$ cat config.mk
export PLATFORM = sky130hd
export DESIGN_NAME = dma_command_queue_timer
export DESIGN_NICKNAME = d
export VERILOG_FILES = /design/src/dmaq_pkg.sv /design/src/dmaq_front.sv /design/src/dmaq_op_fifo.sv /design/src/dmaq_back.sv /design/src/dma_command_queue_timer.sv
export SDC_FILE = /design/constraint.sdc
export NUM_CORES = 2
export LEC_CHECK = 0
export ABC_CLOCK_PERIOD_IN_PS = 5000
export BUFFER_PORTS_ARGS = -buffer_cell sky130_fd_sc_hd__clkbuf_2
export CORE_MARGIN = 8
export CORE_UTILIZATION = 47
export DETAILED_ROUTE_END_ITERATION = 16
export GPL_TIMING_DRIVEN = 0
export HOLD_SLACK_MARGIN = 0.06
export PLACE_DENSITY = 0.73
export SETUP_SLACK_MARGIN = 0.15
export SLEW_MARGIN = 20
export SYNTH_ARGS = -nofsm -noshare
export SYNTH_HDL_FRONTEND = slang
export SYNTH_SLANG_ARGS = --single-unit
$ cat constraint.sdc
create_clock -name clk -period 5 [get_ports clk]
set_clock_uncertainty 0.2 [all_clocks]
set_input_delay 0.75 -clock clk [delete_from_list [all_inputs] [get_ports clk]]
set_output_delay 0.75 -clock clk [all_outputs]
set_load 0.05 [all_outputs]
$ cat src/dmaq_pkg.sv
// ----------------------------------------------------------------------------
// DMA command queue timer package
// Payload types, configuration layout and codes shared by the queue modules.
// ----------------------------------------------------------------------------
package dmaq_pkg;

	// Item codes
	localparam logic CMD_ISSUE = 1'b0;
	localparam logic CMD_TICK  = 1'b1;

	// Configuration register indexes
	localparam int CFG_IDX_W = 3;
	localparam logic [CFG_IDX_W-1:0] CFG_CHANNEL_COUNT = 3'd0;
	localparam logic [CFG_IDX_W-1:0] CFG_BLOCK_BYTES   = 3'd1;
	localparam logic [CFG_IDX_W-1:0] CFG_LOAD_LATENCY  = 3'd2;
	localparam logic [CFG_IDX_W-1:0] CFG_STORE_LATENCY = 3'd3;
	localparam logic [CFG_IDX_W-1:0] CFG_QUEUE_LIMIT   = 3'd4;
	localparam int CFG_DATA_W = 16;

	// Reset values of the configuration registers
	localparam logic [7:0]  RST_CHANNEL_COUNT = 8'd1;
	localparam logic [15:0] RST_BLOCK_BYTES   = 16'd64;
	localparam logic [15:0] RST_LOAD_LATENCY  = 16'd0;
	localparam logic [15:0] RST_STORE_LATENCY = 16'd0;
	localparam logic [4:0]  RST_QUEUE_LIMIT   = 5'd16;

	// Request count divider
	localparam int DIV_STEPS = 32;
	localparam int STEP_W    = 5;
	localparam int DIVISOR_W = 24;

	typedef struct packed {
		logic        cmd;
		logic        is_store;
		logic [31:0] transfer_bytes;
		logic [7:0]  tag;
	} in_item_t;

	typedef struct packed {
		logic        accepted;
		logic        done_res;
		logic [7:0]  done_tag;
		logic [31:0] requests_issued;
	} out_item_t;

	typedef struct packed {
		logic [7:0]  channel_count;
		logic [15:0] block_bytes;
		logic [15:0] load_latency_cycles;
		logic [15:0] store_latency_cycles;
		logic [4:0]  queue_limit;
	} cfg_t;

	// Classified item handed from the front to the back
	typedef struct packed {
		logic        cmd;
		logic        is_store;
		logic [31:0] requests;
		logic [7:0]  tag;
	} op_t;

	// One queued command
	typedef struct packed {
		logic [7:0]  tag;
		logic [31:0] requests_left;
		logic [15:0] cycles_left;
	} entry_t;

endpackage

$ cat src/dmaq_front.sv
// ----------------------------------------------------------------------------
// DMA command queue front end
// Accepts requests, works out the request count of an issue with a serial
// divider and hands classified items to the operation queue.
// ----------------------------------------------------------------------------
module dmaq_front (
	input  logic               clk,
	input  logic               arst_n,
	input  logic               in_valid,
	output logic               in_ready,
	input  dmaq_pkg::in_item_t in_data,
	input  dmaq_pkg::cfg_t     cfg,
	output logic               op_valid,
	input  logic               op_ready,
	output dmaq_pkg::op_t      op_data
);

	typedef enum logic [2:0] {
		F_IDLE = 3'b001,
		F_DIV  = 3'b010,
		F_PUSH = 3'b100
	} front_state_t;

	front_state_t state_q;
	logic                           cmd_q;
	logic                           is_store_q;
	logic [7:0]                     tag_q;
	logic [31:0]                    quo_q;
	logic [dmaq_pkg::DIVISOR_W-1:0] rem_q;
	logic [dmaq_pkg::DIVISOR_W-1:0] den_q;
	logic [dmaq_pkg::STEP_W-1:0]    step_q;

	logic [dmaq_pkg::DIVISOR_W-1:0] prod;
	logic [dmaq_pkg::DIVISOR_W:0]   rem_sh;
	logic [dmaq_pkg::DIVISOR_W:0]   den_ext;
	logic [dmaq_pkg::DIVISOR_W:0]   rem_diff;
	logic                           ge;
	logic                           accept;

	assign in_ready = (state_q == F_IDLE);
	assign accept   = in_valid && in_ready;
	assign op_valid = (state_q == F_PUSH);
	assign op_data  = '{cmd: cmd_q, is_store: is_store_q, requests: quo_q, tag: tag_q};

	// The two divisions collapse into one: floor(floor(a/b)/c) equals floor(a/(b*c)).
	// A zero channel count turns the first quotient into all ones, and a zero
	// divisor makes the restoring divider return all ones by itself.
	assign prod = {16'd0, cfg.channel_count} * {8'd0, cfg.block_bytes};

	assign rem_sh   = {rem_q, quo_q[31]};
	assign den_ext  = {1'b0, den_q};
	assign ge       = (rem_sh >= den_ext);
	assign rem_diff = rem_sh - den_ext;

	always_ff @(posedge clk or negedge arst_n) begin
		if (!arst_n) begin
			state_q <= F_IDLE;
		end else begin
			case (state_q)
				F_IDLE: begin
					if (accept) begin
						state_q <= (in_data.cmd == dmaq_pkg::CMD_TICK) ? F_PUSH : F_DIV;
					end
				end
				F_DIV: begin
					if (step_q == dmaq_pkg::STEP_W'(dmaq_pkg::DIV_STEPS - 1)) begin
						state_q <= F_PUSH;
					end
				end
				F_PUSH: begin
					if (op_ready) begin
						state_q <= F_IDLE;
					end
				end
				default: state_q <= F_IDLE;
			endcase
		end
	end

	always_ff @(posedge clk) begin
		if (accept) begin
			cmd_q      <= in_data.cmd;
			is_store_q <= in_data.is_store;
			tag_q      <= in_data.tag;
			rem_q      <= '0;
			step_q     <= '0;
			if (cfg.channel_count == 8'd0) begin
				quo_q <= '1;
				den_q <= {8'd0, cfg.block_bytes};
			end else begin
				quo_q <= in_data.transfer_bytes;
				den_q <= prod;
			end
		end else if (state_q == F_DIV) begin
			quo_q  <= {quo_q[30:0], ge};
			rem_q  <= ge ? rem_diff[dmaq_pkg::DIVISOR_W-1:0]
			             : rem_sh[dmaq_pkg::DIVISOR_W-1:0];
			step_q <= step_q + 1'b1;
		end
	end

endmodule

$ cat src/dmaq_op_fifo.sv
// ----------------------------------------------------------------------------
// DMA command queue operation FIFO
// Two-entry queue of classified items between the front and the back end.
// ----------------------------------------------------------------------------
module dmaq_op_fifo (
	input  logic          clk,
	input  logic          arst_n,
	input  logic          push_valid,
	output logic          push_ready,
	input  dmaq_pkg::op_t push_data,
	output logic          pop_valid,
	input  logic          pop_ready,
	output dmaq_pkg::op_t pop_data
);

	localparam logic [1:0] FULL_COUNT = 2'd2;

	dmaq_pkg::op_t slot_q [2];
	logic       wr_ptr_q;
	logic       rd_ptr_q;
	logic [1:0] count_q;
	logic       do_push;
	logic       do_pop;

	assign push_ready = (count_q != FULL_COUNT);
	assign pop_valid  = (count_q != 2'd0);
	assign pop_data   = slot_q[rd_ptr_q];
	assign do_push    = push_valid && push_ready;
	assign do_pop     = pop_valid && pop_ready;

	always_ff @(posedge clk or negedge arst_n) begin
		if (!arst_n) begin
			wr_ptr_q <= 1'b0;
			rd_ptr_q <= 1'b0;
			count_q  <= 2'd0;
		end else begin
			if (do_push) begin
				wr_ptr_q <= ~wr_ptr_q;
			end
			if (do_pop) begin
				rd_ptr_q <= ~rd_ptr_q;
			end
			if (do_push && !do_pop) begin
				count_q <= count_q + 2'd1;
			end else if (do_pop && !do_push) begin
				count_q <= count_q - 2'd1;
			end
		end
	end

	always_ff @(posedge clk) begin
		if (do_push) begin
			slot_q[wr_ptr_q] <= push_data;
		end
	end

endmodule

$ cat src/dmaq_back.sv
// ----------------------------------------------------------------------------
// DMA command queue back end
// Holds the command queue in a memory, carries out issues and ticks in order
// and drives the result register.
// ----------------------------------------------------------------------------
module dmaq_back #(
	parameter int QUEUE_DEPTH = 16
) (
	input  logic                clk,
	input  logic                arst_n,
	input  logic                op_valid,
	output logic                op_ready,
	input  dmaq_pkg::op_t       op_data,
	input  dmaq_pkg::cfg_t      cfg,
	output logic                out_valid,
	input  logic                out_ready,
	output dmaq_pkg::out_item_t out_data
);

	localparam int AW = (QUEUE_DEPTH > 1) ? $clog2(QUEUE_DEPTH) : 1;
	localparam int CW = $clog2(QUEUE_DEPTH + 1);
	localparam int LW = (CW > 5) ? CW : 5;

	typedef enum logic [1:0] {
		B_IDLE = 2'b01,
		B_EXEC = 2'b10
	} back_state_t;

	back_state_t state_q;
	dmaq_pkg::entry_t mem_q [QUEUE_DEPTH];
	dmaq_pkg::entry_t rd_q;
	logic [AW-1:0] head_q;
	logic [AW-1:0] tail_q;
	logic [CW-1:0] count_q;
	logic [31:0]   issued_q;
	logic          out_valid_q;
	dmaq_pkg::out_item_t out_data_q;

	logic          slot_free;
	logic          pop;
	logic          is_issue;
	logic          room;
	logic [LW-1:0] limit_ext;
	logic [LW-1:0] depth_ext;
	logic [LW-1:0] eff_limit;
	logic          enqueue;
	logic          exec_go;
	logic          out_load;
	logic          req_nz;
	logic [31:0]   req_next;
	logic [15:0]   cyc_next;
	logic          retire;
	logic [31:0]   issued_next;
	logic          wr_en;
	logic [AW-1:0] wr_addr;
	dmaq_pkg::entry_t wr_entry;

	assign out_valid = out_valid_q;
	assign out_data  = out_data_q;
	assign slot_free = !out_valid_q || out_ready;

	assign op_ready = (state_q == B_IDLE) && slot_free;
	assign pop      = op_valid && op_ready;
	assign is_issue = (op_data.cmd == dmaq_pkg::CMD_ISSUE);

	// The queue limit never exceeds the storage depth.
	assign limit_ext = LW'(cfg.queue_limit);
	assign depth_ext = LW'(QUEUE_DEPTH);
	assign eff_limit = (limit_ext < depth_ext) ? limit_ext : depth_ext;
	assign room      = (LW'(count_q) < eff_limit);
	assign enqueue   = pop && is_issue && room;

	// Head update: one request first, then the latency countdown.
	assign exec_go     = (state_q == B_EXEC) && slot_free;
	assign out_load    = (pop && (is_issue || (count_q == '0))) || exec_go;
	assign req_nz      = (rd_q.requests_left != 32'd0);
	assign req_next    = req_nz ? rd_q.requests_left - 32'd1 : rd_q.requests_left;
	assign issued_next = req_nz ? issued_q + 32'd1 : issued_q;

	always_comb begin
		cyc_next = rd_q.cycles_left;
		retire   = 1'b0;
		if (req_next == 32'd0) begin
			if (rd_q.cycles_left != 16'd0) begin
				cyc_next = rd_q.cycles_left - 16'd1;
			end
			retire = (cyc_next == 16'd0);
		end
	end

	always_comb begin
		wr_en    = 1'b0;
		wr_addr  = tail_q;
		wr_entry = '{tag: op_data.tag, requests_left: op_data.requests,
			cycles_left: op_data.is_store ? cfg.store_latency_cycles
			                              : cfg.load_latency_cycles};
		if (exec_go) begin
			wr_en    = 1'b1;
			wr_addr  = head_q;
			wr_entry = '{tag: rd_q.tag, requests_left: req_next, cycles_left: cyc_next};
		end else if (enqueue) begin
			wr_en = 1'b1;
		end
	end

	always_ff @(posedge clk) begin
		if (wr_en) begin
			mem_q[wr_addr] <= wr_entry;
		end
		rd_q <= mem_q[head_q];
	end

	always_ff @(posedge clk or negedge arst_n) begin
		if (!arst_n) begin
			state_q     <= B_IDLE;
			head_q      <= '0;
			tail_q      <= '0;
			count_q     <= '0;
			issued_q    <= '0;
			out_valid_q <= 1'b0;
		end else begin
			if (out_load) begin
				out_valid_q <= 1'b1;
			end else if (out_ready) begin
				out_valid_q <= 1'b0;
			end
			case (state_q)
				B_IDLE: begin
					if (pop) begin
						if (is_issue) begin
							if (room) begin
								tail_q  <= (tail_q == AW'(QUEUE_DEPTH - 1)) ? '0
								                                            : tail_q + 1'b1;
								count_q <= count_q + 1'b1;
							end
						end else if (count_q != '0) begin
							state_q <= B_EXEC;
						end
					end
				end
				B_EXEC: begin
					if (exec_go) begin
						issued_q    <= issued_next;
						state_q     <= B_IDLE;
						if (retire) begin
							head_q  <= (head_q == AW'(QUEUE_DEPTH - 1)) ? '0 : head_q + 1'b1;
							count_q <= count_q - 1'b1;
						end
					end
				end
				default: state_q <= B_IDLE;
			endcase
		end
	end

	always_ff @(posedge clk) begin
		if (pop && (is_issue || (count_q == '0))) begin
			out_data_q <= '{accepted: is_issue && room, done_res: 1'b0, done_tag: 8'd0,
				requests_issued: issued_q};
		end else if (exec_go) begin
			out_data_q <= '{accepted: 1'b0, done_res: retire,
				done_tag: retire ? rd_q.tag : 8'd0, requests_issued: issued_next};
		end
	end

endmodule

$ cat src/dma_command_queue_timer.sv
// ----------------------------------------------------------------------------
// DMA command queue timer
// Command queue with a fixed-latency timing model for DMA transfers.
// ----------------------------------------------------------------------------
//   Channel   Direction  Handshake              Payload
//   in        request    in_valid / in_ready    in_data  (dmaq_pkg::in_item_t)
//   out       result     out_valid / out_ready  out_data (dmaq_pkg::out_item_t)
//   cfg       write      cfg_valid / cfg_ready  cfg_index, cfg_data
//
// An issue request passes the front end in order: acceptance, 32 steps of the
// serial request-count divider, then the hand-off to the queue. A tick request
// goes from acceptance straight to the hand-off; when the queue holds a command,
// the back end moves from idle to an execute state, where the head entry is read
// and written back, while a tick on an empty queue leaves the back end idle.
// With out_ready low the back end holds its result; once the two-entry operation
// queue is full the front end waits in its hand-off cycle and in_ready stays low.
// Reset clears the queue pointers and counters; queue memory is not cleared.
// ----------------------------------------------------------------------------
module dma_command_queue_timer #(
	parameter int QUEUE_DEPTH = 16
) (
	input  logic                                  clk,
	input  logic                                  arst_n,
	input  logic                                  in_valid,
	output logic                                  in_ready,
	input  dmaq_pkg::in_item_t                    in_data,
	output logic                                  out_valid,
	input  logic                                  out_ready,
	output dmaq_pkg::out_item_t                   out_data,
	input  logic                                  cfg_valid,
	output logic                                  cfg_ready,
	input  logic [dmaq_pkg::CFG_IDX_W-1:0]        cfg_index,
	input  logic [dmaq_pkg::CFG_DATA_W-1:0]       cfg_data
);

	dmaq_pkg::cfg_t cfg_q;
	logic           op_in_valid;
	logic           op_in_ready;
	dmaq_pkg::op_t  op_in_data;
	logic           op_out_valid;
	logic           op_out_ready;
	dmaq_pkg::op_t  op_out_data;

	assign cfg_ready = 1'b1;

	// Writes to indexes beyond the register list are dropped.
	always_ff @(posedge clk or negedge arst_n) begin
		if (!arst_n) begin
			cfg_q.channel_count        <= dmaq_pkg::RST_CHANNEL_COUNT;
			cfg_q.block_bytes          <= dmaq_pkg::RST_BLOCK_BYTES;
			cfg_q.load_latency_cycles  <= dmaq_pkg::RST_LOAD_LATENCY;
			cfg_q.store_latency_cycles <= dmaq_pkg::RST_STORE_LATENCY;
			cfg_q.queue_limit          <= dmaq_pkg::RST_QUEUE_LIMIT;
		end else if (cfg_valid && cfg_ready) begin
			case (cfg_index)
				dmaq_pkg::CFG_CHANNEL_COUNT: cfg_q.channel_count        <= cfg_data[7:0];
				dmaq_pkg::CFG_BLOCK_BYTES:   cfg_q.block_bytes          <= cfg_data;
				dmaq_pkg::CFG_LOAD_LATENCY:  cfg_q.load_latency_cycles  <= cfg_data;
				dmaq_pkg::CFG_STORE_LATENCY: cfg_q.store_latency_cycles <= cfg_data;
				dmaq_pkg::CFG_QUEUE_LIMIT:   cfg_q.queue_limit          <= cfg_data[4:0];
				default: ;
			endcase
		end
	end

	dmaq_front u_front (
		.clk      (clk),
		.arst_n   (arst_n),
		.in_valid (in_valid),
		.in_ready (in_ready),
		.in_data  (in_data),
		.cfg      (cfg_q),
		.op_valid (op_in_valid),
		.op_ready (op_in_ready),
		.op_data  (op_in_data)
	);

	dmaq_op_fifo u_fifo (
		.clk        (clk),
		.arst_n     (arst_n),
		.push_valid (op_in_valid),
		.push_ready (op_in_ready),
		.push_data  (op_in_data),
		.pop_valid  (op_out_valid),
		.pop_ready  (op_out_ready),
		.pop_data   (op_out_data)
	);

	dmaq_back #(
		.QUEUE_DEPTH (QUEUE_DEPTH)
	) u_back (
		.clk       (clk),
		.arst_n    (arst_n),
		.op_valid  (op_out_valid),
		.op_ready  (op_out_ready),
		.op_data   (op_out_data),
		.cfg       (cfg_q),
		.out_valid (out_valid),
		.out_ready (out_ready),
		.out_data  (out_data)
	);

endmodule

# Word-level counts from Yosys, hierarchy flattened
# Memories as Yosys holds them, arrays and structs flattened. A register that Yosys moved wholly into a read port is not among the register bits.
# Index checks and enable logic that the tools add are counted.
totals:
  in_bits: 66
  mem_count: 2
  wordCells: 158
  out_inout_bits: 45
  ramBits: 980
  register_bits: 253
memory_table:
  columns: ["name", "words", "width", "read_ports", "rd_ports_with_merged_regs", "wr", "line_no", "text"]
  rows:
  - ["u_back.mem_q", 16, 56, 1, 1, 1, "dmaq_back.sv:30", "dmaq_pkg::entry_t mem_q [QUEUE_DEPTH];"]
  - ["u_fifo.slot_q", 2, 42, 1, 0, 1, "dmaq_op_fifo.sv:18", "dmaq_pkg::op_t slot_q [2];"]
op_classes:
  add_sub_neg: 11
  n_mux: 46
  n_reduce_logical: 42
  multipliers: 1
  n_lt_le_gt_ge: 3
  bitwise: 3
  eq_ne: 23
ops:
  columns: ["op", "n"]
  rows:
  - ["2-to-1 mux 32 bit", 5]
  - ["2-to-1 mux 42 bit", 2]
  - ["2-to-1 mux 16 bit", 5]
  - ["2-to-1 mux 56 bit", 1]
  - ["adder 32 x 1 -> 32 bit, second input constant", 1]
  - ["logical NOT 32 bit", 1]
  - ["nonzero test 32 bit", 1]
  - ["subtractor 32 x 1 -> 32 bit, second input constant", 1]
  - ["2-to-1 mux 5 bit", 6]
  - ["greater-or-equal comparator 25 x 24 -> 1 bit", 1]
  - ["multiplier 8 x 16 -> 24 bit", 1]
  - ["2-to-1 mux 24 bit", 1]
  - ["subtractor 24 bit", 1]
  - ["logical NOT 16 bit", 1]
  - ["nonzero test 16 bit", 1]
  - ["subtractor 16 x 1 -> 16 bit, second input constant", 1]
  - ["2-to-1 mux 2 bit", 6]
  - ["2-to-1 mux 3 bit", 4]
  - ["2-to-1 mux 4 bit", 3]
  - ["inequality test 2 x 1 -> 1 bit, second input constant", 6]
  - ["AND reduction 2 bit", 6]
  - ["nonzero test 2 bit", 6]
  - ["logical AND 1 bit", 11]
  - ["adder 5 x 1 -> 5 bit, second input constant", 2]
  - ["29 further kinds", 55]

# Depth between registers and ports, before layout
depth:
  depth_word: 10
  depth_mapped: 20
  mapped_depth_nobuf: 19

# By module
# Synthesis repeated with hierarchy kept, for this count alone.
unflattened:
  hier_cells: 3431
  area_unflattened_um2: 56538.0
by_module_without_submodules:
  columns: ["mod", "cells_each", "seq_area_each_um2", "area_per_inst_um2", "n_inst"]
  rows:
  - ["dmaq_back", 2166, 30400.4, 41524.8, 1]
  - ["dmaq_front", 982, 2638.8, 9223.8, 1]
  - ["dmaq_op_fifo", 149, 2622.5, 3427.0, 1]
  - ["dma_command_queue_timer", 134, 1530.2, 2362.3, 1]

# Worst setup path after synthesis
# No wires, ideal clock.
synth_timing:
  path_kind: "register -> register"
  startpoint: "register u_back.count_q[0]"
  endpoint: "memory u_back.mem_q[4][0] (netlist bit), enable pin"
  synth_period_minus_slack_ns: 5.384
  n_path_buf: 0
  stages_incl_launch_ff: 10
  arrival_time_ns: 4.715
  setup_time_ns: 0.470
  path_slack_ns: -0.384
  required_ns: 4.330
  path_cell_list: "dfrtp_1 or3b_2 a21o_1 a21o_1 a21o_1 a211o_1 nor2_1 nand2_1 o32a_1 nor2_1"
synth_between:
  elab_chain_cells: 6
synth_rtl:
  columns: ["element", "line_no", "text"]
  rows:
  - ["start, declared", "dmaq_back.sv:34", "logic [CW-1:0] count_q;"]
  - ["start signal, assigned", "dmaq_back.sv:134", "count_q <= count_q + 1'b1;"]
  - ["start signal, assigned", "dmaq_back.sv:147", "count_q <= count_q - 1'b1;"]
  - ["less-than comparator 5 bit", "dmaq_back.sv:70", "assign room = (LW'(count_q) < eff_limit);"]
  - ["logical AND 1 bit", "dmaq_back.sv:71", "assign enqueue = pop && is_issue && room;"]
  - ["2-to-1 mux 1 bit", "dmaq_back.sv:101", "end else if (enqueue) begin"]
  - ["2-to-1 mux 1 bit", "dmaq_back.sv:97", "if (exec_go) begin"]
  - ["2-to-1 mux 1 bit", "dmaq_back.sv:107", "if (wr_en) begin"]
  - ["2-to-1 mux 1 bit (not written as such)", "dmaq_back.sv:108", "mem_q[wr_addr] <= wr_entry;"]
  - ["end, declared", "dmaq_back.sv:30", null]
# Every way passes these cells.

# Final worst setup path
layout_timing:
  startpoint: "register cfg_q[57] (netlist bit)"
  endpoint: "register u_front.den_q[23] (netlist bit) (data pin)"
layout_between:
  elab_chain_cells: 1
  elab_cells_between_ends: 2
  classes_between: "mul: 1; reduce/logical: 1"
layout_rtl:
  columns: ["element", "line_no", "text"]
  rows:
  - ["start, declared", "dma_command_queue_timer.sv:36", "dmaq_pkg::cfg_t cfg_q;"]
  - ["multiplier 8 x 16 -> 24 bit / logical NOT 8 bit (equally long branches)", "dmaq_front.sv:48, dmaq_front.sv:87", null]
  - ["end signal, assigned", "dmaq_front.sv:89", "den_q <= {8'd0, cfg.block_bytes};"]
  - ["end signal, assigned", "dmaq_front.sv:92", "den_q <= prod;"]
  - ["end, declared", "dmaq_front.sv:30", "logic [dmaq_pkg::DIVISOR_W-1:0] den_q;"]
# Parallel ways exist; a longest one is shown, timed or not.
# A chain may end at the register's enable or synchronous reset.

==> qor.csv <==
stage,metric,value,unit
floorplanning,die extent in y,360.5,microns
clock_tree,clk buf depth,3,
route,DRC,0,
floorplanning,Rows,126,
logic_synthesis,Post-synth top flop,edfxtp_1,
logic_synthesis,Unique masters post-synth,79,
logic_synthesis,post-synthesis async set-or-reset flop share,0.08999,
finish,area occupied by registers,37210,sq um
sta,Worst Max-Slew Pin Slew,1.196,ns
logic_synthesis,Yosys reg bits,1289,
worst_setup_path,"most used cell, CP",fa_1,
global_routing,gr ovfl total,0,
worst_setup_path,WS Path Type,reg -> reg,
clock_tree,"Clk Latency, worst-skew pair",0.74,ns
worst_setup_path,Worst EP required,5.26,ns
logic_synthesis,mux contribution to synthesized area,0.1391,
worst_setup_path,CP peak stage delay,0.55,ns
power_and_ir_drop,total power,35.98,mW
power_and_ir_drop,Peak VDD IR,0.5637,mV
route,vias per cell,6.077,
logic_synthesis,cell area after synthesis,55790,sq um
sta,min Tclk post-route,5.223,ns
finish,share of cells above drive strength 1,0.2536,
clock_tree,Sinks on Clock Net,1289,
placed_design,detailed placer's ending HPWL,94530,microns
clock_tree,CTS buffer count,132,
logic_synthesis,sequential share of the synthesized area,0.6667,
sta,fin crit share,1.045,
route,DRT antenna net count,0,
floorplanning,Placeable Area,117900,sq um
clock_tree,CTS tree,yes,
clock_tree,Clock transition at path regs,0.06,ns
finish,most frequent cells in the layout,"edfxtp_1 (1,079), mux4_2 (280), nand2_1 (174)",
sta,final hold vios,0,
worst_setup_path,Worst setup EP type,register,
global_routing,pin count of the biggest net entering global routing,86,
worst_setup_path,worst path buffer plus inverter count,4,
worst_setup_path,crit path max fanout,6,
run_status,failing checks,negative setup slack,
route,average routed wire per standard cell,27.01,microns
placed_design,Setup WS pre-CTS,-0.8323,ns
worst_setup_path,Arrival @ worst endpoint,5.49,ns
global_routing,GRT Util Overall,0.2167,
worst_setup_path,crit-path leading delay family,adder cells,
placed_design,# port buffers,109,
clock_tree,Clock Tree Root,clkbuf_16,
clock_tree,H-tree depth,4,
sta,RSZ-0062 raised after global routing,true,
run_status,status,finished with violations,
global_routing,vias in the first global route,32730,
logic_synthesis,cells after synthesis,3341,
floorplanning,DIE AREA,130000,sq um
route,detailed-route via count,32611,
logic_synthesis,Ys Warns,0,
logic_synthesis,largest family of logic cells by synthesized area,multiplexers,
sta,final setup vio count,4,
sta,Final Max Slew Viols,0,
worst_hold_path,worst hold path type,in -> reg,
global_routing,initial antenna violation count,2,
floorplanning,Die X,360.5,microns
power_and_ir_drop,power per cell area,549.4,nW/um^2
sta,setup TNS,-0.6205,ns
sta,fmax,0.1915,GHz
power_and_ir_drop,Leakage Power,22.77,nW
sta,Slew headroom,0.2024,
logic_synthesis,Post-synth EDFFs,1079,
finish,"most common cell after layout, fill and taps aside",edfxtp_1,
logic_synthesis,XOR/XNOR Fraction of Synth Area,0.01523,
logic_synthesis,compound-cell area share of the yosys netlist,0.04831,
route,drt first pass iters,6,
global_routing,first-pass GRT wire length,212400,microns
run,Max-cap violations,0,
logic_synthesis,Mapped Avg Cell Area,16.70,sq um
logic_synthesis,post-synthesis simple-gate area fraction,0.05993,
finish,filler instances,8847,
worst_setup_path,CP Launch Type,register,
finish,area delta synth->final,17.37,%
worst_setup_path,CP max-delay cell,fa_1,
placed_design,routability cong.,0.9250,
worst_setup_path,crit-path cells,buf_8 > and2_1 > fa_1 > fa_1 > fa_1 > inv_1 > fa_1 > inv_1 > ha_4 > nor2_4 > buf_4 > nand3_2 > a221o_1 > a211o_1 > a211oi_2 > a21oi_1 > xnor2_1 > nor2_1,
floorplanning,IO Count,111,
finish,area of the multi-input gates,18090,sq um
sta,worst setup slack after layout,-0.2233,ns
logic_synthesis,post-synth net total,3576,
logic_synthesis,Synth Area in Adders,0.04948,
route,1st-iter DRT viols,4139,
route,Total Wirelength,144900,microns
finish,fin nets,3956,
floorplanning,initial core utilization,0.4731,
report_power, final:
group	internal [mW]	leakage [nW]	total [mW]	switching [mW]
clock network	5.75	2.12	9.89	4.14
logic	4.73	8.66	11.6	6.90
registers	13.9	12.0	14.5	0.535
worst paths after layout:
check,to,depth (start not counted),slack (ns),start
worst max-delay path,u_front.den_q[23],18,-0.22,cfg_q[57]
worst min-delay path,cfg_q[52],2,0.11,cfg_data[15]
worst max register to register,u_front.den_q[23],18,-0.22,cfg_q[57]
worst min register to register,u_fifo.slot_q[1][41],0,0.25,u_front.cmd_q
max in group asynchronous,cfg_q[37],3,3.49,arst_n
min in group asynchronous,u_back.issued_q[23],2,0.29,arst_n
registers in the layout, indices dropped and copies added, names as in the netlist, 3 cells and up:
| name | flops |
|---|---|
| u_back.tail_q | 4 |
| u_front.quo_q | 32 |
| u_back.out_data | 42 |
| u_front.step_q | 5 |
| u_back.issued_q | 32 |
| u_back.mem_q | 896 |
| u_fifo.slot_q | 84 |
| u_back.count_q | 5 |
| cfg_q | 61 |
| u_front.state_q | 3 |
| u_back.rd_q | 56 |
| u_front.rem_q | 24 |
| u_front.den_q | 24 |
| u_back.head_q | 4 |
| u_front.tag_q | 8 |
layer usage:
metal  vias up  track usage  routed length (microns)
met1     16711       0.2884                    55960
met4         0      0.07462                     4886
met5         -            0                        0
met3       329      0.05073                    15060
li1      13743            -                        -
met2      1828       0.3521                    69000
synthesized netlist by cell type (41+ instances only):
master	count	area (sq um)
fa_1	86	1722
xor2_1	41	359.1
dfrtp_1	111	2778
xnor2_1	56	490.5
ha_1	83	1039
dfxtp_1	94	1882
o21ai_0	145	725.7
mux4_2	280	6306
mux2_2	73	822.0
nor2_1	107	401.6
clkbuf_1	113	424.2
inv_1	154	578.1
and2_1	120	750.7
nand2_1	175	656.9
edfxtp_1	1079	32400
mux2i_1	63	630.6
a21oi_1	67	335.3
logic make-up (layout without fill, tap and decap cells):
logic type | after synthesis | in the layout
muxes | 416 | 416
adders and majority gates | 169 | 169
buffers and inverters | 309 | 797
and+or+nand+nor | 644 | 644
AOI/OAI and AO/OA | 416 | 416
DFF | 1289 | 1289
other | 1 | 2
xor gates and xnor gates | 97 | 97
layout make-up:
type	count	share of cell area
Sequential cell	1289	0.5682
Multi-Input combinational cell	1743	0.2762
Clock buffer	173	0.05579
Timing Repair Buffer	246	0.03951
Tap cell	1536	0.02935
Buffer	154	0.01122
Clock inverter	69	0.01074
Inverter	155	0.008885
Antenna cell	1	0.00003822
through the flow:
stage	cells	instance area, sq um	hold WS [ns]	utilization
final	5366	65480	0.1076	0.5553
after global routing	5365	65480	0.09421	0.5553
after detailed placement	5056	59970	0.2339	0.5085
after global placement	4986	58410	0.2295	0.4953
after CTS	5345	65010	0.07058	0.5513
after floorplan	3341	55940	0.2215	-
what timing repair did:
| action | CTS | global route |
|---|---|---|
| gates resized for setup | 70 | 49 |
| pin swaps | 27 | 34 |
| setup endpoints to repair | 343 | 274 |
| hold endpoints to repair | 43 | 0 |
| gates cloned | 0 | 0 |
| hold buffers | 12 | 0 |
| buffers inserted | 35 | 19 |
Power figures use the tool's default switching activity.
